$ cat src/rtl/core/u8dec_pkg.sv
// Shared constants, types and the letter case-swap function for the UTF-8 decoder.
package u8dec_pkg;

  // Byte patterns of the UTF-8 lead bytes
  localparam logic [7:0] LEAD2_MASK  = 8'b1110_0000;
  localparam logic [7:0] LEAD2_CODE  = 8'b1100_0000;
  localparam logic [7:0] LEAD3_MASK  = 8'b1111_0000;
  localparam logic [7:0] LEAD3_CODE  = 8'b1110_0000;
  localparam logic [7:0] ASCII_MAX   = 8'h7f;

  // Pending counts after a lead byte
  localparam logic [1:0] PEND_NONE   = 2'd0;
  localparam logic [1:0] PEND_ONE    = 2'd1;
  localparam logic [1:0] PEND_TWO    = 2'd2;

  // Letter ranges for the case swap
  localparam logic [7:0] UPPER_LO    = 8'h40;
  localparam logic [7:0] UPPER_HI    = 8'h5b;
  localparam logic [7:0] LOWER_LO    = 8'h60;
  localparam logic [7:0] LOWER_HI    = 8'h7b;
  localparam logic [7:0] CASE_DELTA  = 8'h20;

  localparam logic [7:0] MISSING_RST = 8'd63;

  localparam int unsigned CP_W   = 16;
  localparam int unsigned CHAR_W = 8;

  // One decoded result
  typedef struct packed {
    logic              bad_lead;
    logic [CHAR_W-1:0] petscii_char;
    logic [CP_W-1:0]   code_point;
  } result_t;

  // Swap the case of ASCII letters, pass other bytes through
  function automatic logic [7:0] swap_case(input logic [7:0] c);
    logic [7:0] r;
    r = c;
    if (c > UPPER_LO && c < UPPER_HI) begin
      r = c + CASE_DELTA;
    end else if (c > LOWER_LO && c < LOWER_HI) begin
      r = c - CASE_DELTA;
    end
    return r;
  endfunction

endpackage

$ cat src/rtl/core/u8dec_petscii.sv
// Maps a decoded code point to its PETSCII byte.
module u8dec_petscii (
  input  logic [u8dec_pkg::CP_W-1:0]   code_point,
  input  logic [u8dec_pkg::CHAR_W-1:0] missing_char,
  output logic [u8dec_pkg::CHAR_W-1:0] petscii_char
);

  // Use the missing character above the Latin-1 range, else swap letter case
  always_comb begin
    if (code_point[u8dec_pkg::CP_W-1:u8dec_pkg::CHAR_W] != '0) begin
      petscii_char = missing_char;
    end else begin
      petscii_char = u8dec_pkg::swap_case(code_point[u8dec_pkg::CHAR_W-1:0]);
    end
  end

endmodule

$ cat src/rtl/core/utf8_to_bmp_petscii_decoder.sv
// Top level: UTF-8 byte stream to BMP code point and PETSCII decoder.
//
//  channel | direction | width | contents
//  in_     | slave     | 8     | tdata: in_byte
//  out_    | master    | 24+1  | tdata: code_point, petscii_char; tuser: bad_lead
//  cfg_    | slave     | 8     | data: missing_char
//
// A result is valid once its last byte has passed the input register and been
// decoded into the result register. One byte is accepted every cycle unless a
// stalled result holds the decode stage. Lead bytes and inner continuation bytes
// give no result.
// Reset (synchronous, rst_n low) clears the pending count, accumulator, valids
// and sets missing_char to 63. A stalled result holds the decode stage; the
// input register still fills, then in_tready drops.
module utf8_to_bmp_petscii_decoder (
  input  logic        clk,
  input  logic        rst_n,
  input  logic        in_tvalid,
  output logic        in_tready,
  input  logic [7:0]  in_tdata,    // [7:0] in_byte
  output logic        out_tvalid,
  input  logic        out_tready,
  output logic [23:0] out_tdata,   // [15:0] code_point, [23:16] petscii_char
  output logic        out_tuser,   // [0] bad_lead
  input  logic        cfg_valid,
  output logic        cfg_ready,
  input  logic [7:0]  cfg_data     // [7:0] missing_char
);

  logic        in_valid_r;
  logic [7:0]  in_byte_r;
  logic [7:0]  missing_char_r;
  logic [1:0]  pending_r, pending_nxt;
  logic [15:0] partial_r, partial_nxt;
  logic        emit;
  logic        advance;
  logic [15:0] cp;
  logic        bad;
  logic [7:0]  petscii;
  logic        out_valid_r;
  u8dec_pkg::result_t res_r;

  assign cfg_ready = 1'b1;

  // Decode stage moves when its byte is present and the result slot is free
  assign advance   = in_valid_r && (!out_valid_r || out_tready);
  assign in_tready = !in_valid_r || advance;

  // Hold the incoming byte
  always_ff @(posedge clk) begin
    if (!rst_n) begin
      in_valid_r <= 1'b0;
    end else if (in_tready) begin
      in_valid_r <= in_tvalid;
    end
  end

  always_ff @(posedge clk) begin
    if (in_tready && in_tvalid) begin
      in_byte_r <= in_tdata;
    end
  end

  // Take the missing character register
  always_ff @(posedge clk) begin
    if (!rst_n) begin
      missing_char_r <= u8dec_pkg::MISSING_RST;
    end else if (cfg_valid && cfg_ready) begin
      missing_char_r <= cfg_data;
    end
  end

  // Decode one byte against the pending sequence
  always_comb begin
    pending_nxt = pending_r;
    partial_nxt = partial_r;
    emit        = 1'b0;
    bad         = 1'b0;
    cp          = '0;
    if (pending_r != u8dec_pkg::PEND_NONE) begin
      partial_nxt = {partial_r[9:0], in_byte_r[5:0]};
      pending_nxt = pending_r - 2'd1;
      emit        = (pending_r == u8dec_pkg::PEND_ONE);
      cp          = partial_nxt;
    end else if (in_byte_r <= u8dec_pkg::ASCII_MAX) begin
      emit = 1'b1;
      cp   = {8'd0, in_byte_r};
    end else if ((in_byte_r & u8dec_pkg::LEAD2_MASK) == u8dec_pkg::LEAD2_CODE) begin
      partial_nxt = {11'd0, in_byte_r[4:0]};
      pending_nxt = u8dec_pkg::PEND_ONE;
    end else if ((in_byte_r & u8dec_pkg::LEAD3_MASK) == u8dec_pkg::LEAD3_CODE) begin
      partial_nxt = {12'd0, in_byte_r[3:0]};
      pending_nxt = u8dec_pkg::PEND_TWO;
    end else begin
      emit = 1'b1;
      bad  = 1'b1;
    end
  end

  u8dec_petscii u_petscii (
    .code_point   (cp),
    .missing_char (missing_char_r),
    .petscii_char (petscii)
  );

  // Advance the sequence state
  always_ff @(posedge clk) begin
    if (!rst_n) begin
      pending_r <= u8dec_pkg::PEND_NONE;
      partial_r <= '0;
    end else if (advance) begin
      pending_r <= pending_nxt;
      partial_r <= partial_nxt;
    end
  end

  // Hold the result until the request is taken
  always_ff @(posedge clk) begin
    if (!rst_n) begin
      out_valid_r <= 1'b0;
    end else if (advance) begin
      out_valid_r <= emit;
    end else if (out_tready) begin
      out_valid_r <= 1'b0;
    end
  end

  always_ff @(posedge clk) begin
    if (advance && emit) begin
      res_r <= '{bad_lead: bad, petscii_char: petscii, code_point: cp};
    end
  end

  assign out_tvalid = out_valid_r;
  assign out_tdata  = {res_r.petscii_char, res_r.code_point};
  assign out_tuser  = res_r.bad_lead;

`ifndef NO_ASSERTIONS
  // A three-count never arises
  a_pending_range: assert property (@(posedge clk) disable iff (!rst_n)
    pending_r != 2'd3) else $error("pending count reached three");

  // A bad lead carries code point and PETSCII zero
  a_bad_zero: assert property (@(posedge clk) disable iff (!rst_n)
    (out_valid_r && res_r.bad_lead) |-> (res_r.code_point == '0 && res_r.petscii_char == '0))
    else $error("bad lead result not zero");

  // Code points above Latin-1 map to the missing character
  a_missing: assert property (@(posedge clk) disable iff (!rst_n)
    (out_valid_r && res_r.code_point[15:8] != '0) |-> res_r.petscii_char == missing_char_r)
    else $error("wide code point not mapped to missing character");

  // No result leaves while a sequence is still open
  a_no_emit_midseq: assert property (@(posedge clk) disable iff (!rst_n)
    (advance && pending_nxt != u8dec_pkg::PEND_NONE) |-> !emit)
    else $error("result emitted mid sequence");
`endif

endmodule

$ cat config.mk
export PLATFORM = sky130hd
export DESIGN_NAME = utf8_to_bmp_petscii_decoder
export DESIGN_NICKNAME = d
export VERILOG_FILES = /design/src/rtl/core/u8dec_pkg.sv /design/src/rtl/core/u8dec_petscii.sv /design/src/rtl/core/utf8_to_bmp_petscii_decoder.sv
export SDC_FILE = /design/constraint.sdc
export NUM_CORES = 1
export LEC_CHECK = 0
export BUFFER_PORTS_ARGS = -buffer_cell sky130_fd_sc_hd__buf_2
export CAP_MARGIN = 20
export CORE_MARGIN = 8
export CORE_UTILIZATION = 35
export DETAILED_ROUTE_END_ITERATION = 8
export SYNTH_ARGS = -nofsm -noshare
export SYNTH_HDL_FRONTEND = slang
export SYNTH_HIERARCHICAL = 1
export SYNTH_SLANG_ARGS = --single-unit
export TNS_END_PERCENT = 100
$ cat constraint.sdc
create_clock -name clk -period 5.2 [get_ports clk]
set_input_delay 0.52 -clock clk [delete_from_list [all_inputs] [get_ports clk]]
set_output_delay 0.52 -clock clk [all_outputs]
set_load 0.005 [all_outputs]
==> metrics.yaml, run 1 <==
outcome:
  status: "finished clean"
yosys:
  synth_flop_cell: "edfxtp_1"
  synthArstFlopShare_pct: 0
  syn_nets: 218
  netlist_instances: 195
  yosys_warnings: 6
  synth_cell_types: 39
  synth_edf_count: 33
  synth-seq-cells: 55
  synth.avg_cell_area_um2: 11.9
  synth_top_cell_area_share_pct: 42.9
  synth_area_leaders: "edfxtp_1 (43%), dfxtp_1 (19%), nand2_1 (7.5%)"
  ys_seq_area_share_pct: 61.9
  syn-cell-area_um2: 2310
  synth_top_cell_by_area: "edfxtp_1"
setup_path:
  r2r_start: "pending_r[1]"
  critPathKind: "reg2reg"
  critPathArrivalTime_ns: 2.62
  cp-start-kind: "flip-flop"
  critPathMaxFanout: 17
  r2r-end: "out_tdata[23]"
  required_ns: 5.27
  path_delay_family: "simple AND/OR/NAND/NOR gates"
  path_buf_inv: 0
  end_kind: "flip-flop"
  reg2regPathDepth: 7
  crit_chain: "nor2_4 > nand2_1 > and2_1 > or4_4 > nor3b_4 > o311ai_0 > o21a_1"
  critical_path_depth: 7
  r2r_setup_slack_ns: 2.65
  max_stage_delay_ns: 0.57
  cp_slowest_cell: "or4_4"
worst_hold_path:
  whs_path_depth: 1
  whs_endpoint: "in_byte_r[7]"
  min_path_type: "in2reg"
  hold_path.startpoint: "in_tdata[7]"
clocking:
  htreeDepth: 2
  path_clk_slew_ns: 0.09
  insertion_delay_ns: 0.30
  cts-resized-gates: 0
  clock_path_buffers: 2
  clock-sinks: 55
  cts_buffers: 5
  post_cts_buffers: 0
  cts_tree: "yes"
  cts_hold_buf: 0
  root_buffer: "clkbuf_8"
detailed_routing:
  wirelength_um: 4380
  drt.antenna.violating_nets: 0
  drc_errors: 0
  first_iter_violations: 55
  wl_per_cell_um: 13.7
  vias_per_cell: 4.69
  dr.pass1.iters: 4
  vias: 1501
placed_design:
  io_buffers: 47
  post-dp-hpwl_um: 3330
  place.gp.congestion: 0.842
  pre_cts_ws_ns: 2.67
sta:
  worst_slack_ns: 2.65
  max_slew.worst_pin.slew_ns: 0.904
  slew_headroom_pct: 38.9
  period_needed_ns: 2.55
  slew_violations: 0
  finalClockSkew_ns: 0.00479
  hold_violations: 0
  maxClockFrequency_mhz: 392
  timing.final.crit_share_pct: 49.0
  setup_viol: 0
  tns_ns: 0
  rsz0062_at_grt: "false"
die:
  die_h_um: 97.3
  fp.dieArea_um2: 9460
  die_w_um: 97.3
  core_um2: 6390
  std_cell_rows: 29
  io_pins: 49
  initial_utilization_pct: 36.2
final_layout:
  drive_gt1_share_pct: 25.9
  num-nets-final: 265
  syn2layout_area_growth_pct: 15.7
  n_antenna_cell: 0
global_routing:
  grt_max_degree: 30
  antenna_found_initial: 0
  grt_pass1_wl_um: 7400
  first_global_vias: 1519
  grt_util_all_layers_pct: 9.37
  grt-ovfl-total: 0
pwr:
  p_leak_nw: 1.03
  max-vdd-ir-drop_mv: 0.157
  p_per_area_nw_per_um2: 291
flow_run:
  cap_violations: 0
-- logic make-up after synthesis --
family / share of synthesized area (%)
mux: 6.50
flops: 61.9
other cells: 0.162
buf+inv: 3.41
simple gates: 19.2
fa+ha+maj: 1.08
compound gates: 7.69
-- routing by layer --
layer | share of wire, % | vias up | track usage, % | wire length, um
li1 | - | 782 | - | -
met1 | 48 | 676 | 11.6 | 2090
met2 | 45 | 37 | 14.8 | 1980
met3 | 6.0 | 6 | 3.49 | 263
met4 | 1.2 | 0 | 2.80 | 54
met5 | 0 | - | 0 | 0
-- flip-flops by register name, indices dropped and copies added, names as in the netlist --
signal          flops
out_tdata          24
partial_r          10
in_byte_r           8
missing_char_r      8
pending_r           2
in_valid_r          1
out_tuser           1
out_tvalid          1
-- worst max path at each step --
stage,from,end,slack [ns]
after global routing,pending_r[1],out_tdata[23],2.46
after floorplan,out_tready,out_tdata[0],2.90
after global placement,pending_r[1],out_tdata[23],2.75
final,pending_r[1],out_tdata[23],2.65
after detailed placement,pending_r[1],out_tdata[23],2.67
after CTS,pending_r[1],out_tdata[23],2.67
-- final cells by class --
cell class / instances / area [um2]
fillers: 617 / 3710
flip-flops and latches: 55 / 1430
multi-input cells: 128 / 803
repair buffers: 48 / 243
well taps: 77 / 96.3
clock buffers: 6 / 72.6
inverters: 4 / 15.0
clock inverters: 2 / 12.5
-- where the power goes --
| group | internal [mW] | leakage (nW) | switching [mW] | total [mW] |
|---|---|---|---|---|
| combinational | 0.0285 | 0.494 | 0.0363 | 0.0648 |
| sequential | 0.481 | 0.495 | 0.00857 | 0.490 |
| clock | 0.0945 | 0.0428 | 0.129 | 0.223 |
-- synthesized netlist by cell type, drive strengths merged (2+ instances only) --
| library cell | count |
|---|---|
| a21oi | 5 |
| a31oi | 2 |
| and2 | 8 |
| buf | 5 |
| clkbuf | 2 |
| dfxtp | 22 |
| edfxtp | 33 |
| ha | 2 |
| inv | 4 |
| mux2i | 15 |
| nand2 | 46 |
| nand3 | 2 |
| nor2 | 6 |
| nor2b | 14 |
| nor3b | 2 |
| nor4 | 2 |
| o21ai | 6 |
| o32ai | 5 |
| or4 | 2 |
-- stage by stage --
stage / utilization (%) / power, mW / instance area, um2 / hold slack (ns) / cells
after floorplan: - / 0.541 / 2310 / 0.430 / 195
after global placement: 40.5 / 0.566 / 2590 / 0.448 / 312
after detailed placement: 40.5 / 0.566 / 2590 / 0.450 / 312
after CTS: 41.9 / 0.792 / 2670 / 0.378 / 320
after global routing: 41.9 / 0.817 / 2670 / 0.371 / 320
final: 41.9 / 0.778 / 2670 / 0.389 / 320
-- layout by cell type, fill, tap and decap left out, types with 2 or more instances in the layout --
master	synthesis	routed
nor2_1	5	4
o21ai_0	6	6
a31oi_1	2	2
mux2i_1	15	15
nor4_1	2	2
buf_2	3	47
clkbuf_8	1	5
ha_1	2	2
dfxtp_1	22	22
nor2b_1	13	13
o32ai_1	5	5
a21oi_1	4	4
and2_1	8	8
nand2_1	46	46
nand3_1	2	2
edfxtp_1	33	33
inv_1	4	4
Note: power is estimated with default switching activity, not from simulation.
==> run 2: changes to the inputs <==
--- a/config.mk
+++ b/config.mk
@@ -5,6 +5,7 @@
 export SDC_FILE = /design/constraint.sdc
 export NUM_CORES = 1
 export LEC_CHECK = 0
+export ABC_AREA = 1
 export BUFFER_PORTS_ARGS = -buffer_cell sky130_fd_sc_hd__buf_2
 export CAP_MARGIN = 20
 export CORE_MARGIN = 8
==> constraint.sdc (replaced) <==
create_clock -name clk -period 2.15 [get_ports clk]
set_input_delay 0.215 -clock clk [delete_from_list [all_inputs] [get_ports clk]]
set_output_delay 0.215 -clock clk [all_outputs]
set_load 0.005 [all_outputs]
==> run 2 against run 1 <==
  * Worst setup slack worse by 2.4 ns
  * Largest power group unchanged
  * Worst hold slack worse by 0.32 ns
  * Final area is 5.5% higher
  * Via count is 15% higher
==> metrics.yaml, run 2 <==
outcome:
  status: "finished clean"
yosys:
  synth-seq-cells: 55  # unchanged
  synth_cell_types: 29  # -26%
  synth_common_cells: "nand2_1 (58), nor2_1 (42), edfxtp_1 (33), inv_1 (32), dfxtp_1 (22)"
  synth.avg_cell_area_um2: 9.26  # -22%
  synth_top_cell_area_share_pct: 41.3  # -1.6 points
  synth.most_common_cell: "nand2_1"
  synthArstFlopShare_pct: 0  # unchanged
  synth_edf_count: 33  # unchanged
  synth_top_cell_by_area: "edfxtp_1"
  yosys_warnings: 6  # unchanged
  synth_area_leaders: "edfxtp_1 (41%), dfxtp_1 (18%), nand2_1 (9.1%)"
  ys_seq_area_share_pct: 59.7  # -2.3 points
  syn_nets: 282  # +29%
  synth_flop_cell: "edfxtp_1"
  syn-cell-area_um2: 2400  # +3.8%
  netlist_instances: 259  # +33%
setup_path:
  critPathMaxFanout: 6  # -11
  critPathArrivalTime_ns: 1.97  # -0.65 ns
  cp-start-kind: "flip-flop"
  required_ns: 2.22  # -3.05 ns
  critPathKind: "reg2reg"
  end_kind: "flip-flop"
  r2r_setup_slack_ns: 0.25  # -2.40 ns
final_layout:
  num-nets-final: 335  # +26%
  fillCellCount: 664  # +7.6%
  drive_gt1_share_pct: 28.4  # +2.5 points
  final_common_cell: "nand2_1"
  largest_reg_flops: 24  # unchanged
  n_antenna_cell: 0  # unchanged
  final_cell_mix: "nand2_1 (58), buf_2 (47), nor2_1 (41)"
  syn2layout_area_growth_pct: 17.6
worst_hold_path:
  min_path_type: "in2reg"
clocking:
  cts_buffers: 5  # unchanged
  htreeDepth: 2  # unchanged
  cts_tree: "yes"
  post_cts_buffers: 0  # unchanged
  insertion_delay_ns: 0.31  # about the same
  cts_hold_buf: 0  # unchanged
  path_clk_slew_ns: 0.11  # +0.02 ns
  root_buffer: "clkbuf_8"
  clock_path_buffers: 2  # unchanged
  cts-resized-gates: 0  # unchanged
  clock-sinks: 55  # unchanged
sta:
  maxClockFrequency_mhz: 526  # +34%
  rsz0062_at_grt: "false"
  finalClockSkew_ns: 0.0107  # +0.00596 ns
  hold_violations: 0  # unchanged
  worst_slack_ns: 0.251  # -2.40 ns
  period_needed_ns: 1.90  # -0.650 ns
  tns_ns: 0  # unchanged
  slew_violations: 0  # unchanged
  timing.final.crit_share_pct: 88.3  # +39 points
  setup_viol: 0  # unchanged
global_routing:
  grt_pass1_wl_um: 8080  # +9.2%
  antenna_found_initial: 0  # unchanged
  first_global_vias: 1718  # +13%
  grt_max_degree: 26  # -13%
  grt_util_all_layers_pct: 10.2  # +0.88 points
  grt-ovfl-total: 0  # unchanged
detailed_routing:
  highest_layer: "met4"
  first_iter_violations: 66  # +20%
  wirelength_um: 4780  # +9.0%
  drt.antenna.violating_nets: 0  # unchanged
  dr_wl_met2_um: 2170  # +9.8%
  drc_errors: 0  # unchanged
  wl_per_cell_um: 12.2  # -11%
  vias_per_cell: 4.40  # -6.2%
  wl_met3_um: 247  # -6.1%
  vias: 1730  # +15%
  dr.pass1.iters: 4  # unchanged
  met1_length_um: 2270  # +8.7%
placed_design:
  post-dp-hpwl_um: 3680  # +10%
  place.gp.congestion: 0.870  # +3.3%
  pre_cts_ws_ns: 0.168  # -2.50 ns
  io_buffers: 47  # unchanged
pwr:
  max-vdd-ir-drop_mv: 0.253  # +61%
  p_leak_nw: 1.21  # +17%
  p_per_area_nw_per_um2: 704  # +140%
die:
  fp.dieArea_um2: 9760  # +3.2%
  initial_utilization_pct: 35.7  # -0.49 points
  core_um2: 6720  # +5.2%
  die_h_um: 98.8  # +1.6%
  std_cell_rows: 30  # +3.4%
  die_w_um: 98.8  # +1.6%
  io_pins: 49  # unchanged
flow_run:
  cap_violations: 0  # unchanged
-- run 2: changes by cell type after synthesis, moves of 4 or more --
cell | previous run | this run
nor2_1 | 5 | 42
inv_1 | 4 | 32
mux2i_1 | 15 | 0
nor2b_1 | 13 | 0
nand2_1 | 46 | 58
nand3_1 | 2 | 13
and2_1 | 8 | 0
inv_2 | 0 | 6
nand2_2 | 0 | 5
o21ai_2 | 0 | 5
o32ai_1 | 5 | 0
a21oi_1 | 4 | 8
o21ai_1 | 0 | 4
-- run 2: final cells by class --
cell class | count | area [um2] | area share, %
flip-flops and latches | 55 | 1430 | 50.7
multi-input cells | 159 | 774 | 27.5
repair buffers | 52 | 273 | 9.67
inverters | 39 | 146 | 5.19
well taps | 80 | 100 | 3.55
clock buffers | 5 | 68.8 | 2.44
clock inverters | 3 | 27.5 | 0.976
-- run 2: worst max-delay path: stages, from the launching register on --
cell     delay [ns]
dfxtp_1        0.38
nor2_4         0.17
inv_1          0.08
nor2_2         0.18
nor2_1         0.12
ha_1           0.23
inv_1          0.06
nor3_1         0.04
nand2_1        0.12
nand3_2        0.08
nand2_1        0.06
nand2_1        0.05
nand2_1        0.06
nand2_1        0.04
-- run 2: report_power, final --
| part | switching (mW) | internal (mW) |
|---|---|---|
| clock network | 0.354 | 0.240 |
| registers | 0.0212 | 1.17 |
| logic | 0.125 | 0.0756 |
| total | 0.500 | 1.49 |
-- run 2: cell families after synthesis --
logic type / after synthesis / share of synthesized area, %
adder cells (fa/ha/maj): 2 / 1.04
AND/OR/NAND/NOR: 133 / 24.9
flip-flops: 55 / 59.7
other: 1 / 0.156
AO/OA/AOI/OAI: 22 / 5.69
XOR/XNOR: 1 / 0.365
buffers and inverters: 45 / 8.14
-- run 2: through the flow --
step	area [um2]	util (%)	total power, mW	hold slack (ns)	std cells
after floorplan	2400	-	1.34	0.314	259
after global placement	2720	40.5	1.42	0.394	385
after detailed placement	2720	40.5	1.42	0.393	385
after CTS	2820	42.0	2.02	0.0568	393
after global routing	2820	42.0	2.09	0.0441	393
final	2820	42.0	1.99	0.0721	393
-- run 2: routing by layer --
metal | global-route usage (%) | up-vias
met5 | 0 | -
met4 | 5.31 | 0
met3 | 2.75 | 5
met2 | 15.5 | 37
met1 | 13.0 | 767
li1 | - | 921
-- run 2: worst paths after layout --
| path | startpoint | to | cells past startpoint |
|---|---|---|---|
| worst max-delay path | pending_r[1] | out_tdata[22] | 13 |
| worst min register to register | partial_r[7] | partial_r[7] | 2 |
| worst max register to register | pending_r[1] | out_tdata[22] | 13 |
| worst min-delay path | in_tdata[7] | in_byte_r[7] | 1 |
==> run 3: changes to the inputs <==
==> constraint.sdc (replaced) <==
create_clock -name clk -period 1.6 [get_ports clk]
set_input_delay 0.16 -clock clk [delete_from_list [all_inputs] [get_ports clk]]
set_output_delay 0.16 -clock clk [all_outputs]
set_load 0.005 [all_outputs]
==> run 3 against run 2 <==
  * The run now ends with negative setup slack left
  * Clock-buffer cell count unchanged
  * Sequential share of layout area decreased by 6.1 points
  * Sequential power increased by 34%
  * Critical path type unchanged
  * Utilization increased by 5.8 points
  * Critical endpoint is now out_tdata[23]
  * Clock skew decreased by 0.0051 ns
  * Wire length increased by 11%
  * Global-route usage increased by 0.70 points
  * Largest power group unchanged
  * Flip-flop and latch count unchanged
  * Worst hold slack got worse by 0.051 ns
  * Register-to-register slack got worse by 0.42 ns
==> metrics.yaml, run 3 (same netlist as run 2, synthesis figures left out) <==
flow_run:
  cap_violations: 0  # unchanged
sta:
  rsz0062_at_grt: "true"
  timing.final.crit_share_pct: 111  # +23 points
  finalClockSkew_ns: 0.00561  # -0.00514 ns
  worst_slack_ns: -0.174  # -0.425 ns
  slew_violations: 0  # unchanged
  setup_viol: 8  # +8
  hold_violations: 0  # unchanged
  period_needed_ns: 1.77  # -0.125 ns
  maxClockFrequency_mhz: 564  # +7.1%
placed_design:
  place_area_um2: 2970  # +9.0%
  place.gp.congestion: 0.817  # -6.2%
  post-dp-hpwl_um: 3870  # +5.1%
  place_inst: 408  # +6.0%
  io_buffers: 47  # unchanged
pwr:
  seq_power_share_pct: 55.5  # -4.5 points
  max-vdd-ir-drop_mv: 0.388  # +53%
  p_leak_nw: 1.39  # +15%
  combPwrFrac_pct: 12.4  # +2.3 points
  p_sw_share_pct: 23.9  # -1.3 points
  p_sw_mw: 0.689  # +38%
  p_int_mw: 2.20  # +48%
  p_clk_share_pct: 32.2  # +2.3 points
  p_per_area_nw_per_um2: 899  # +28%
final_layout:
  fillCellCount: 650  # -2.1%
  num-nets-final: 363  # +8.4%
  drive_gt1_share_pct: 41.1  # +13 points
  seqCellArea_um2: 1430  # +0.18%
  n_antenna_cell: 0  # unchanged
  multiInputGateArea_um2: 885  # +14%
  final_area_um2: 3210  # +14%
  layoutNonFillerInstCount: 421  # +7.1%
  final_common_cell: "nand2_1"
  syn2layout_area_growth_pct: 33.9
  final_cell_mix: "nand2_1 (57), buf_2 (47), edfxtp_1 (33)"
  largest_reg_flops: 24  # unchanged
detailed_routing:
  dr.pass1.iters: 4  # unchanged
  wirelength_um: 5310  # +11%
  drt.antenna.violating_nets: 0  # unchanged
  wl_per_cell_um: 12.6  # +3.8%
  vias: 1892  # +9.4%
  first_iter_violations: 102  # +55%
  vias_per_cell: 4.49  # +2.1%
  drc_errors: 0  # unchanged
setup_path:
  end_kind: "flip-flop"
  critPathKind: "reg2reg"
  cp-start-kind: "flip-flop"
  reg2regPathDepth: 12  # -1
  r2r_setup_slack_ns: -0.17  # -0.42 ns
  r2r_start: "pending_r[0]"
  required_ns: 1.67  # -0.55 ns
  critPathArrivalTime_ns: 1.84  # -0.13 ns
  r2r-end: "out_tdata[23]"
  critPathMaxFanout: 6  # unchanged
global_routing:
  antenna_found_initial: 0  # unchanged
  grt_max_degree: 26  # unchanged
  first_global_vias: 1894  # +10%
  grt_util_all_layers_pct: 10.9  # +0.70 points
  grt-ovfl-total: 0  # unchanged
  grt_pass1_wl_um: 8690  # +7.6%
die:
  fp.dieArea_um2: 9760  # unchanged
  initial_utilization_pct: 35.7  # unchanged
  core_um2: 6720  # unchanged
  die_h_um: 98.8  # unchanged
  die_w_um: 98.8  # unchanged
  std_cell_rows: 30  # unchanged
  io_pins: 49  # unchanged
clocking:
  cts_buffers: 5  # unchanged
  path_clk_slew_ns: 0.10  # about the same
  cts_hold_buf: 0  # unchanged
  clock_path_buffers: 2  # unchanged
  insertion_delay_ns: 0.31  # about the same
  root_buffer: "clkbuf_8"
  clock-sinks: 55  # unchanged
  htreeDepth: 2  # unchanged
  cts_tree: "yes"
worst_hold_path:
  min_path_type: "in2reg"
  hold_path.startpoint: "in_tdata[3]"
  whs_path_depth: 1  # unchanged
  whs_endpoint: "in_byte_r[3]"
outcome:
  status: "complete, but fails checks"
  violations: "negative setup slack"
-- run 3: changes by cell type in the layout (fill, tap and decap cells not counted), moves of 3 or more --
cell	change
inv_1	-4
nor2_4	+3
inv_2	+4
nor2_1	-13
nor2_2	+10
buf_4	+23
-- run 3: worst max path at each step --
stage	startpoint	cells past startpoint	end
floorplan	pending_r[0]	13	out_tdata[22]
global placement	in_byte_r[7]	12	out_tdata[22]
detailed placement	in_byte_r[7]	12	out_tdata[22]
CTS	pending_r[0]	12	out_tdata[22]
global route	pending_r[0]	12	out_tdata[22]
finish	pending_r[0]	12	out_tdata[23]
-- run 3: area by class of cell --
type,count,area share [%]
Clock buffer,5,2.14
Clock inverter,3,1.36
Inverter,39,4.56
Multi-Input combinational cell,159,27.6
Sequential cell,55,44.7
Tap cell,80,3.12
Timing Repair Buffer,80,16.6
-- run 3: critical path, stage by stage (launching register included) --
cell	delay (ns)
dfxtp_2	0.35
nor2_4	0.16
inv_2	0.07
nor2_4	0.21
nor2_2	0.09
inv_2	0.09
nand2_2	0.08
nand3_4	0.11
nand3_2	0.11
nor2_2	0.12
nor2_1	0.04
nand2_1	0.05
nand2_1	0.05
-- run 3: power by group through the flow --
stage / sequential [mW] / clock, mW / combinational [mW]
2_1_floorplan: 1.63 / 0 / 0.182
3_3_place_gp: 1.63 / 0 / 0.323
3_5_place_dp: 1.63 / 0 / 0.329
4_1_cts: 1.60 / 0.950 / 0.354
5_1_grt: 1.61 / 1.00 / 0.400
6_report: 1.60 / 0.928 / 0.358
-- run 3: stage by stage --
stage / TNS [ns] / power (mW) / utilization [%] / setup slack [ns] / hold slack, ns
after global routing: -1.83 / 3.01 / 47.8 / -0.334 / 0.00820
after floorplan: -0.580 / 1.82 / - / -0.148 / 0.259
after CTS: -1.12 / 2.91 / 47.4 / -0.158 / 0.0136
after detailed placement: -0.622 / 1.96 / 44.2 / -0.174 / 0.338
final: -0.953 / 2.89 / 47.8 / -0.174 / 0.0214
after global placement: -0.368 / 1.96 / 44.2 / -0.120 / 0.338
-- run 3: timing repair --
action                                  in CTS  in global routing
setup buffers                                3                  0
gates resized for setup                     19                  7
cloned                                       2                  0
pin swaps                                    3                  1
endpoints found under the setup margin       8                 25
-- run 3: per-layer routing --
layer | share of wire (%) | vias up | GRT usage, % | routed length [um]
li1 | - | 977 | - | -
met1 | 48 | 874 | 13.7 | 2570
met2 | 46 | 34 | 17.7 | 2470
met3 | 3.3 | 7 | 2.18 | 176
met4 | 1.7 | 0 | 4.84 | 92
met5 | 0 | - | 0 | 0
